===== config.mk =====
export PLATFORM = sky130hd
export DESIGN_NAME = trapezoid_integrate_square_flat
export DESIGN_NICKNAME = d
export VERILOG_FILES = /design/src/sv/tis_pkg.sv /design/src/sv/tis_in_if.sv /design/src/sv/tis_out_if.sv /design/src/sv/trapezoid_integrate_square.sv /design/src/flat_wrapper.sv
export SDC_FILE = /design/constraint.sdc
export NUM_CORES = 2
export LEC_CHECK = 0
export ABC_CLOCK_PERIOD_IN_PS = 14750
export BUFFER_PORTS_ARGS = -buffer_cell sky130_fd_sc_hd__buf_2
export CORE_MARGIN = 2
export CORE_UTILIZATION = 60
export DETAILED_ROUTE_END_ITERATION = 10
export PLACE_DENSITY = 0.77
export SLEW_MARGIN = 15
export SYNTH_ARGS = -nofsm -noshare
export SYNTH_HDL_FRONTEND = slang
export SYNTH_SLANG_ARGS = --single-unit

===== constraint.sdc =====
create_clock -name clk_i -period 14.75 [get_ports clk_i]
set_input_delay 1.475 -clock clk_i [delete_from_list [all_inputs] [get_ports clk_i]]
set_output_delay 1.475 -clock clk_i [all_outputs]
set_load 0.05 [all_outputs]

===== src/sv/tis_pkg.sv =====
// Shared types and constants for the trapezoid integrator of x*x.
// No dependencies; compile first.
package tis_pkg;

  // Field widths of the request and result channels.
  localparam int unsigned BoundW      = 16;
  localparam int unsigned StepFieldW  = 16;
  localparam int unsigned AreaW       = 38;
  localparam int unsigned ErrW        = 2;

  // Step count mask width: default and the widest value supported.
  localparam int unsigned StepCountBitsDef = 16;
  localparam int unsigned MaxStepBits      = 24;

  // Datapath widths.
  localparam int unsigned XW     = 32;            // sample point, signed Q16.16
  localparam int unsigned ProdW  = 2 * XW;        // multiplier output
  localparam int unsigned FracSh = 24;            // x*x Q32.32 -> Q32.8
  localparam int unsigned FW     = ProdW - FracSh; // sample value width
  localparam int unsigned WW     = 57;            // doubled weighted sum
  localparam int unsigned WHiW   = WW - XW;       // upper slice of the sum
  localparam int unsigned DivSteps = XW;          // quotient bits of h
  localparam int unsigned CntW   = $clog2(DivSteps + 1);
  localparam int unsigned StepW  = 4;             // microcode address

  typedef enum logic [ErrW-1:0] {
    ERR_NONE       = 2'd0,
    ERR_ZERO_STEPS = 2'd1,
    ERR_BAD_ORDER  = 2'd2
  } err_e;

  // Control word fields.
  typedef enum logic [2:0] {
    X_HOLD, X_LOAD_A, X_LOAD_B, X_A_PLUS_H, X_ADD_H
  } x_sel_e;

  typedef enum logic [1:0] {
    MUL_NONE, MUL_SQUARE, MUL_W_LO, MUL_W_HI
  } mul_sel_e;

  typedef enum logic [1:0] {
    ACC_NONE, ACC_CLEAR, ACC_ADD1, ACC_ADD2
  } acc_op_e;

  typedef enum logic [1:0] {
    I_HOLD, I_ONE, I_INC
  } i_op_e;

  typedef enum logic [2:0] {
    COND_NEVER, COND_ALWAYS, COND_IN_XFER, COND_BAD, COND_DIV_LAST,
    COND_I_EQ_N, COND_OUT_FREE
  } cond_e;

  typedef struct packed {
    x_sel_e           x_sel;
    mul_sel_e         mul_sel;
    acc_op_e          acc_op;
    i_op_e            i_op;
    logic             take_in;
    logic             check;     // classify request, start the divider
    logic             div_step;
    logic             tmp_ld;
    logic             res_ld;
    logic             push;
    cond_e            cond;
    logic             hold;      // stay on this step while cond is false
    logic [StepW-1:0] target;
  } ctrl_t;

endpackage


===== src/sv/tis_in_if.sv =====
// Request channel: bounds and step count with valid/ready.
// Depends on tis_pkg.
interface tis_in_if;
  import tis_pkg::*;

  logic                       valid;
  logic                       ready;
  logic signed [BoundW-1:0]   lower_bound;
  logic signed [BoundW-1:0]   upper_bound;
  logic [StepFieldW-1:0]      step_count;

  modport source (output valid, lower_bound, upper_bound, step_count, input ready);
  modport sink   (input valid, lower_bound, upper_bound, step_count, output ready);
endinterface


===== src/sv/tis_out_if.sv =====
// Result channel: area and error code with valid/ready.
// Depends on tis_pkg.
interface tis_out_if;
  import tis_pkg::*;

  logic             valid;
  logic             ready;
  logic [AreaW-1:0] area;
  logic [ErrW-1:0]  error_code;

  modport source (output valid, area, error_code, input ready);
  modport sink   (input valid, area, error_code, output ready);
endinterface


===== src/sv/trapezoid_integrate_square.sv =====
// Trapezoidal-rule integral of x*x, run by a microcode table over one datapath.
// An error request skips the divider and the sample loop and goes from the check
// step straight to completion. A new request is taken only in the idle step, so
// one request is in flight at a time. The work is set by the 32-step restoring
// divider and one square-and-accumulate per step on the shared 32x32 multiplier.
// Reset clears the step counter and the result valid flag.
// Depends on tis_pkg, tis_in_if, tis_out_if.
module trapezoid_integrate_square #(
  parameter int unsigned STEP_COUNT_BITS = tis_pkg::StepCountBitsDef
) (
  input  logic     clk_i,
  input  logic     rst_ni,
  tis_in_if.sink   in_i,
  tis_out_if.source out_o
);
  import tis_pkg::*;

  localparam int unsigned NW = STEP_COUNT_BITS;

  // Microcode addresses.
  localparam logic [StepW-1:0] S_IDLE  = 4'd0;
  localparam logic [StepW-1:0] S_CHECK = 4'd1;
  localparam logic [StepW-1:0] S_DIV   = 4'd2;
  localparam logic [StepW-1:0] S_SQA   = 4'd3;
  localparam logic [StepW-1:0] S_SQB   = 4'd4;
  localparam logic [StepW-1:0] S_ACCB  = 4'd5;
  localparam logic [StepW-1:0] S_LOOP  = 4'd6;
  localparam logic [StepW-1:0] S_MULLO = 4'd7;
  localparam logic [StepW-1:0] S_MULHI = 4'd8;
  localparam logic [StepW-1:0] S_SUM   = 4'd9;
  localparam logic [StepW-1:0] S_DONE  = 4'd10;

  localparam logic [AreaW-1:0] AreaMax = {AreaW{1'b1}};

  function automatic ctrl_t ucode(input logic [StepW-1:0] s);
    ctrl_t c;
    c.x_sel    = X_HOLD;
    c.mul_sel  = MUL_NONE;
    c.acc_op   = ACC_NONE;
    c.i_op     = I_HOLD;
    c.take_in  = 1'b0;
    c.check    = 1'b0;
    c.div_step = 1'b0;
    c.tmp_ld   = 1'b0;
    c.res_ld   = 1'b0;
    c.push     = 1'b0;
    c.cond     = COND_NEVER;
    c.hold     = 1'b0;
    c.target   = S_IDLE;
    unique case (s)
      S_IDLE: begin
        c.take_in = 1'b1;
        c.cond    = COND_IN_XFER;
        c.hold    = 1'b1;
        c.target  = S_CHECK;
      end
      S_CHECK: begin
        c.check  = 1'b1;
        c.x_sel  = X_LOAD_A;
        c.cond   = COND_BAD;
        c.target = S_DONE;
      end
      S_DIV: begin
        c.div_step = 1'b1;
        c.cond     = COND_DIV_LAST;
        c.hold     = 1'b1;
        c.target   = S_SQA;
      end
      S_SQA: begin
        c.mul_sel = MUL_SQUARE;
        c.x_sel   = X_LOAD_B;
        c.acc_op  = ACC_CLEAR;
      end
      S_SQB: begin
        c.mul_sel = MUL_SQUARE;
        c.acc_op  = ACC_ADD1;
        c.x_sel   = X_A_PLUS_H;
        c.i_op    = I_ONE;
      end
      S_ACCB: begin
        c.acc_op = ACC_ADD1;
      end
      S_LOOP: begin
        c.mul_sel = MUL_SQUARE;
        c.x_sel   = X_ADD_H;
        c.i_op    = I_INC;
        c.acc_op  = ACC_ADD2;
        c.cond    = COND_I_EQ_N;
        c.hold    = 1'b1;
        c.target  = S_MULLO;
      end
      S_MULLO: begin
        c.mul_sel = MUL_W_LO;
      end
      S_MULHI: begin
        c.mul_sel = MUL_W_HI;
        c.tmp_ld  = 1'b1;
      end
      S_SUM: begin
        c.res_ld = 1'b1;
      end
      S_DONE: begin
        c.push   = 1'b1;
        c.cond   = COND_OUT_FREE;
        c.hold   = 1'b1;
        c.target = S_IDLE;
      end
      default: begin
        c.cond   = COND_ALWAYS;
        c.target = S_IDLE;
      end
    endcase
    return c;
  endfunction

  // Sequencer and control state.
  logic [StepW-1:0] step_q, step_d;
  logic [CntW-1:0]  cnt_q, cnt_d;
  logic             pend_q;
  logic             out_valid_q;
  ctrl_t            cw;

  // Datapath registers.
  logic signed [BoundW-1:0] a_q, b_q;
  logic [NW-1:0]            n_q, i_q;
  logic [NW-1:0]            rem_q;
  logic [XW-1:0]            h_q;        // dividend shifts out, quotient shifts in
  logic [XW-1:0]            x_q;
  logic [ProdW-1:0]         prod_q;
  logic [XW-1:0]            tmp_q;
  logic [WW-1:0]            w_q;
  logic [AreaW-1:0]         res_area_q, out_area_q;
  err_e                     res_err_q, out_err_q;

  logic                     in_xfer, out_free, bad_order, zero_n, cond_hit;
  logic [MaxStepBits-1:0]   step_ext;
  logic signed [BoundW:0]   diff;
  logic [NW:0]              trial;
  logic                     q_bit;
  logic [XW-1:0]            a24, b24, mag, op_a, op_b;
  logic [FW-1:0]            f_val;
  logic [ProdW:0]           total;

  assign cw       = ucode(step_q);
  assign in_xfer  = in_i.valid && cw.take_in;
  assign out_free = !out_valid_q || out_o.ready;

  assign bad_order = (a_q > b_q);
  assign zero_n    = (n_q == '0);
  assign diff      = {b_q[BoundW-1], b_q} - {a_q[BoundW-1], a_q};
  assign a24       = {a_q, 16'h0000};
  assign b24       = {b_q, 16'h0000};
  assign step_ext  = {{(MaxStepBits - StepFieldW){1'b0}}, in_i.step_count};

  // Restoring division step.
  assign trial = {rem_q, h_q[XW-1]};
  assign q_bit = (trial >= {1'b0, n_q});

  // Shared multiplier operand selection.
  assign mag = x_q[XW-1] ? (~x_q + 1'b1) : x_q;
  always_comb begin
    unique case (cw.mul_sel)
      MUL_W_LO: begin
        op_a = w_q[XW-1:0];
        op_b = h_q;
      end
      MUL_W_HI: begin
        op_a = {{(XW - WHiW){1'b0}}, w_q[WW-1:XW]};
        op_b = h_q;
      end
      default: begin
        op_a = mag;
        op_b = mag;
      end
    endcase
  end

  assign f_val = prod_q[ProdW-1:FracSh];
  assign total = {1'b0, prod_q} + {{(ProdW + 1 - XW){1'b0}}, tmp_q};

  always_comb begin
    unique case (cw.cond)
      COND_NEVER:    cond_hit = 1'b0;
      COND_ALWAYS:   cond_hit = 1'b1;
      COND_IN_XFER:  cond_hit = in_xfer;
      COND_BAD:      cond_hit = bad_order || zero_n;
      COND_DIV_LAST: cond_hit = (cnt_q == CntW'(1));
      COND_I_EQ_N:   cond_hit = (i_q == n_q);
      COND_OUT_FREE: cond_hit = out_free;
      default:       cond_hit = 1'b0;
    endcase
  end

  always_comb begin
    if (cond_hit) begin
      step_d = cw.target;
    end else if (cw.hold) begin
      step_d = step_q;
    end else begin
      step_d = step_q + 1'b1;
    end
  end

  always_comb begin
    cnt_d = cnt_q;
    if (cw.check) begin
      cnt_d = CntW'(DivSteps);
    end else if (cw.div_step) begin
      cnt_d = cnt_q - 1'b1;
    end
  end

  always_ff @(posedge clk_i or negedge rst_ni) begin
    if (!rst_ni) begin
      step_q      <= S_IDLE;
      cnt_q       <= '0;
      pend_q      <= 1'b0;
      out_valid_q <= 1'b0;
    end else begin
      step_q <= step_d;
      cnt_q  <= cnt_d;
      pend_q <= (cw.acc_op == ACC_ADD2);
      if (cw.push && out_free) begin
        out_valid_q <= 1'b1;
      end else if (out_o.ready) begin
        out_valid_q <= 1'b0;
      end
    end
  end

  always_ff @(posedge clk_i) begin
    if (in_xfer) begin
      a_q <= in_i.lower_bound;
      b_q <= in_i.upper_bound;
      n_q <= step_ext[NW-1:0];
    end

    if (cw.check) begin
      rem_q      <= '0;
      h_q        <= {diff[BoundW-1:0], 16'h0000};
      res_area_q <= '0;
      if (bad_order) begin
        res_err_q <= ERR_BAD_ORDER;
      end else if (zero_n) begin
        res_err_q <= ERR_ZERO_STEPS;
      end else begin
        res_err_q <= ERR_NONE;
      end
    end else if (cw.div_step) begin
      rem_q <= q_bit ? NW'(trial - {1'b0, n_q}) : trial[NW-1:0];
      h_q   <= {h_q[XW-2:0], q_bit};
    end

    unique case (cw.x_sel)
      X_LOAD_A:   x_q <= a24;
      X_LOAD_B:   x_q <= b24;
      X_A_PLUS_H: x_q <= a24 + h_q;
      X_ADD_H:    x_q <= x_q + h_q;
      default:    x_q <= x_q;
    endcase

    unique case (cw.i_op)
      I_ONE:   i_q <= NW'(1);
      I_INC:   i_q <= i_q + 1'b1;
      default: i_q <= i_q;
    endcase

    if (cw.mul_sel != MUL_NONE) begin
      prod_q <= op_a * op_b;
    end

    // Ends weigh once, interior points twice; the sum stays doubled.
    unique case (cw.acc_op)
      ACC_CLEAR: w_q <= '0;
      ACC_ADD1:  w_q <= w_q + {{(WW - FW){1'b0}}, f_val};
      ACC_ADD2: begin
        if (pend_q) begin
          w_q <= w_q + {{(WW - FW - 1){1'b0}}, f_val, 1'b0};
        end
      end
      default:   w_q <= w_q;
    endcase

    if (cw.tmp_ld) begin
      tmp_q <= prod_q[ProdW-1:XW];
    end

    // total is floor(h*w / 2^32); halve it and saturate.
    if (cw.res_ld) begin
      if (total[ProdW:AreaW+1] != '0) begin
        res_area_q <= AreaMax;
      end else begin
        res_area_q <= total[AreaW:1];
      end
    end

    if (cw.push && out_free) begin
      out_area_q <= res_area_q;
      out_err_q  <= res_err_q;
    end
  end

  assign in_i.ready       = cw.take_in;
  assign out_o.valid      = out_valid_q;
  assign out_o.area       = out_area_q;
  assign out_o.error_code = out_err_q;

  // A result appears only from the completion step.
  assert property (@(posedge clk_i) disable iff (!rst_ni)
    $rose(out_valid_q) |-> $past(step_q == S_DONE))
    else $error("result valid rose outside completion step");

  // A rejected request carries zero area.
  assert property (@(posedge clk_i) disable iff (!rst_ni)
    (out_valid_q && (out_err_q != ERR_NONE)) |-> (out_area_q == '0))
    else $error("error result with nonzero area");

  // The divider remainder stays below the divisor.
  assert property (@(posedge clk_i) disable iff (!rst_ni)
    (step_q == S_DIV) |-> (rem_q < n_q))
    else $error("divider remainder out of range");

  // The sample index runs from one up to the step count.
  assert property (@(posedge clk_i) disable iff (!rst_ni)
    (step_q == S_LOOP) |-> ((i_q != '0) && (i_q <= n_q)))
    else $error("sample index out of range");

endmodule


===== src/flat_wrapper.sv =====
// flat-port wrapper written by rule: the top's interface ports become plain ports
module trapezoid_integrate_square_flat import tis_pkg::*;
#(
  parameter int unsigned STEP_COUNT_BITS = tis_pkg::StepCountBitsDef
)
  (clk_i, rst_ni, in_i_valid, in_i_lower_bound, in_i_upper_bound, in_i_step_count, in_i_ready, out_o_valid, out_o_area, out_o_error_code, out_o_ready);
  tis_in_if in_i_i ();
  tis_out_if out_o_i ();
  input  logic clk_i;
  input  logic rst_ni;
  input wire logic [$bits(in_i_i.valid)-1:0] in_i_valid;
  input wire logic [$bits(in_i_i.lower_bound)-1:0] in_i_lower_bound;
  input wire logic [$bits(in_i_i.upper_bound)-1:0] in_i_upper_bound;
  input wire logic [$bits(in_i_i.step_count)-1:0] in_i_step_count;
  output wire logic [$bits(in_i_i.ready)-1:0] in_i_ready;
  output wire logic [$bits(out_o_i.valid)-1:0] out_o_valid;
  output wire logic [$bits(out_o_i.area)-1:0] out_o_area;
  output wire logic [$bits(out_o_i.error_code)-1:0] out_o_error_code;
  input wire logic [$bits(out_o_i.ready)-1:0] out_o_ready;
  assign in_i_i.valid = in_i_valid;
  assign in_i_i.lower_bound = in_i_lower_bound;
  assign in_i_i.upper_bound = in_i_upper_bound;
  assign in_i_i.step_count = in_i_step_count;
  assign in_i_ready = in_i_i.ready;
  assign out_o_valid = out_o_i.valid;
  assign out_o_area = out_o_i.area;
  assign out_o_error_code = out_o_i.error_code;
  assign out_o_i.ready = out_o_ready;
  trapezoid_integrate_square #(.STEP_COUNT_BITS(STEP_COUNT_BITS)) u_core (.clk_i(clk_i), .rst_ni(rst_ni), .in_i(in_i_i), .out_o(out_o_i));
endmodule

==> summary.md <==
| Metric | Value |
|---|---|
| H-tree depth | `2` |
| CTS-repair resized insts | `0` |
| Core area | `0.09671 mm^2` |
| Wirelength per Cell | `24.96 um` |
| Clk_lat worst skew | `approximately 0.62 ns` |
| Number of DRC markers after the initial detailed-route iteration | `5,656` |
| Top library cells by usage in the layout, fill and taps aside | `sky130_fd_sc_hd__inv_1 (979), sky130_fd_sc_hd__fa_1 (903), sky130_fd_sc_hd__nor2_1 (753)` |
| Relative slew slack | `between 10% and 20%` |
| Largest fanout on the critical path | `36` |
| Number of buffers created by CTS | `44` |
| Standard-cell rows | `114` |
| Port-buffer cells | `93` |
| Number of synthesized flops with an enable pin | `345` |
| Area taken by multi-input logic gates | `0.04265 mm^2` |
| Maximum clock skew at final layout | `0.04449 ns` |
| Half-perimeter wire length of the detailed placement result | `149,100 um` |
| Number of optimization iterations in the first detailed-route pass | `8` |
| Number of nets produced by synthesis | `around 8,000` |
| Fin Hold WS | `around 0.4 ns` |
| Critical-path cell with the highest stage delay | `sky130_fd_sc_hd__o21a_1` |
| Distinct cell type count of the synthesized netlist | `97` |
| Delay of the slowest critical-path stage | `0.91 ns` |
| Worst reg2reg path depth | `31` |
| Area added between synthesis and finish | `5.972%` |
| Kind of end point of the critical path | `flop` |
| Data arrival time of the critical path | `between 10 and 15 ns` |
| TritonCTS clock tree | `built` |
| Register area | `about 0.011 mm^2` |
| Clock transition at path regs | `0.06 ns` |
| Area share of the largest cell type after synthesis | `30.90%` |
| Die Span Y | `~320 um` |
| Post-route DRC | `0` |
| Final setup margin | `2.544 ns` |
| Period utilization | `between 80% and 90%` |
| Sequential-to-total area share from yosys stat | `19.32%` |
| Antenna Nets Post-Route | `0` |
| Most common cell on crit path | `sky130_fd_sc_hd__fa_1` |
| Top-level port count | `94` |
| Filler Cells Inserted | `8,112` |
| Pre-CTS setup slack | `2.869 ns` |
| Setup TNS | `0 ns` |
| Die Outline Area | `0.1000 mm^2` |
| Postcts setup bufs | `0` |
| Gate count after technology mapping | `6,376` |
| Synth warnings | `0` |
| Detail-routed via count per cell | `6.331` |
| Mean area per synthesized cell | `9.174 um^2` |
| Type of the tightest min-delay check | `flop to flop` |
| Register bit count reported by yosys | `389` |
| Routability Congestion | `between 1 and 1.5` |
| Max capacitance violation total | `0` |
| Fraction of layout cells with a size suffix above 1 | `6.159%` |
| Number of hold buffers added after CTS | `0` |
| Number of endpoints with negative hold slack in the final report | `0` |
| Unrepaired setup endpoints after global routing | `false` |
| Ranking of synthesized cells by area | `sky130_fd_sc_hd__fa_1 (31%), sky130_fd_sc_hd__edfxtp_1 (18%), sky130_fd_sc_hd__ha_1 (9.9%), sky130_fd_sc_hd__inv_1 (6.3%), sky130_fd_sc_hd__nor2_1 (4.8%)` |
| Launching element type of the critical path | `flop` |
| Clock sink total | `389` |
| Buffer depth of the longest clock path | `3` |
| Final critical delay including setup and external delays | `12.21 ns` |
| Hold path depth | `0` |
| NumNets Final | `7,779` |
| Dominant cell type by area after synthesis | `sky130_fd_sc_hd__fa_1` |
| GRT Overall Usage | `38.87%` |
| First-pass GRT wire length | `291,100 um` |
| Root buffer cell | `sky130_fd_sc_hd__clkbuf_16` |
| Effective utilization at floorplan | `60.49%` |
| Primary FF master, synth | `sky130_fd_sc_hd__edfxtp_1` |
| Post-synthesis instance area | `roughly 0.06 mm^2` |
| Initial antenna violation count | `2` |
| Number of pins with negative max-slew slack in the final report | `0` |
| Overall via count from detail_route | `48,590` |
| Remaining Overflow, GRT | `0` |
| Wire length after detailed routing | `191,500 um` |
| Via count of the first global-routing pass | `between 40,000 and 50,000` |
| Setup CP Type | `flop to flop` |
| Commonest non-fill, non-tap cell in the layout | `sky130_fd_sc_hd__inv_1` |
| Achievable clock frequency | `0.08193 GHz` |
| Critical path required time | `15.08 ns` |
| Width of the chip | `316.2 um` |
| Run status | `finished clean` |
| Measured slew at the worst slew-check pin | `1.287 ns` |
| Largest net degree at the start of global routing | `65` |
| Final setup vio count | `0` |
| Post-synth ARST share | `3.085%` |
| Slack of the worst reg-to-reg path | `2.54 ns` |
## Yosys cell counts, types with 23 or more instances
cell / instances
sky130_fd_sc_hd__o21ai_0: 219
sky130_fd_sc_hd__inv_1: 979
sky130_fd_sc_hd__and2_1: 40
sky130_fd_sc_hd__nor2_1: 755
sky130_fd_sc_hd__o21a_1: 53
sky130_fd_sc_hd__nand4_1: 58
sky130_fd_sc_hd__nand2b_1: 52
sky130_fd_sc_hd__xor2_1: 135
sky130_fd_sc_hd__o22ai_1: 61
sky130_fd_sc_hd__nand3_1: 58
sky130_fd_sc_hd__a31oi_1: 39
sky130_fd_sc_hd__or3_1: 26
sky130_fd_sc_hd__fa_1: 903
sky130_fd_sc_hd__a21oi_1: 300
sky130_fd_sc_hd__dfxtp_1: 32
sky130_fd_sc_hd__o21ai_1: 23
sky130_fd_sc_hd__and3_1: 39
sky130_fd_sc_hd__ha_1: 462
sky130_fd_sc_hd__nand2_1: 719
sky130_fd_sc_hd__nor3_1: 48
sky130_fd_sc_hd__a211oi_1: 33
sky130_fd_sc_hd__clkbuf_1: 230
sky130_fd_sc_hd__edfxtp_1: 345
sky130_fd_sc_hd__nor2b_1: 36
sky130_fd_sc_hd__a21o_1: 129
sky130_fd_sc_hd__o21bai_1: 32
sky130_fd_sc_hd__xnor2_1: 166
## final timing paths
| kind | from | endpoint |
|---|---|---|
| setup / recovery | u_core.step_q[0]$_DFFE_PN0P_ | u_core.prod_q[60]$_DFFE_PP_ |
| hold / removal | u_core.res_area_q[13]$_SDFFCE_PN0P_ | u_core.out_o.area[13]$_DFFE_PP_ |
| setup reg to reg | u_core.step_q[0]$_DFFE_PN0P_ | u_core.prod_q[60]$_DFFE_PP_ |
| hold reg to reg | u_core.res_area_q[13]$_SDFFCE_PN0P_ | u_core.out_o.area[13]$_DFFE_PP_ |
| max in group asynchronous | rst_ni | u_core.step_q[3]$_DFFE_PN0P_ |
| min in group asynchronous | rst_ni | u_core.cnt_q[4]$_DFFE_PN0P_ |
## worst max-delay path, delay by kind of cell (launching register included)
| family | cells | cell delay [ns] |
|---|---|---|
| compound gates | 10 | 4.43 |
| fa+ha+maj | 10 | 4.69 |
| buf+inv | 7 | 0.96 |
| flops | 1 | 0.45 |
| simple gates | 4 | 1.35 |
## layer usage
layer	vias to the layer above	routed length (um)	track usage, %
li1	20900	-	-
met1	24000	69960	50.07
met2	2932	84910	60.54
met3	761	22680	8.855
met4	2	13970	22.89
met5	-	16	0
## through the flow
stage / instance area [um^2] / instances / utilization (%)
6_report: 61990 / 7675 / 64.10
5_1_grt: 61980 / 7673 / 64.09
4_1_cts: 61980 / 7673 / 64.09
3_5_place_dp: 60550 / 7592 / 62.61
3_3_place_gp: 60550 / 7592 / 62.61
2_1_floorplan: 58500 / 6376 / -
## sequential cells by signal (all words and copies together) (netlist names), 4 cells and up
| register | flops |
|---|---|
| u_core.h_q | 32 |
| u_core.x_q | 32 |
| u_core.tmp_q | 32 |
| u_core.res_area_q | 38 |
| u_core.i_q | 16 |
| u_core.w_q | 57 |
| u_core.a_q | 16 |
| u_core.cnt_q | 6 |
| u_core.b_q | 16 |
| u_core.out_o.area | 38 |
| u_core.step_q | 4 |
| u_core.n_q | 16 |
| u_core.rem_q | 16 |
| u_core.prod_q | 64 |
## cells by family after synthesis
kind of cell             share of synthesized area [%]
flip-flops                                       19.32
buffers and inverters                            8.126
AND/OR/NAND/NOR                                  14.19
multiplexers                                    0.3273
adder cells (fa/ha/maj)                          40.79
XOR/XNOR                                         4.507
AO/OA/AOI/OAI                                    12.75
## layout make-up
| type | count | share of cell area (%) |
|---|---|---|
| Timing Repair Buffer | 208 | 2.144 |
| Sequential cell | 389 | 18.23 |
| Clock buffer | 52 | 1.841 |
| Clock inverter | 29 | 0.4582 |
| Antenna cell | 2 | 0.008074 |
| Tap cell | 1276 | 2.575 |
| Multi-Input combinational cell | 4738 | 68.80 |
| Inverter | 981 | 5.940 |
Power is not shown: default switching activity piles up to over one toggle a cycle in this logic, so the estimate is an artifact.
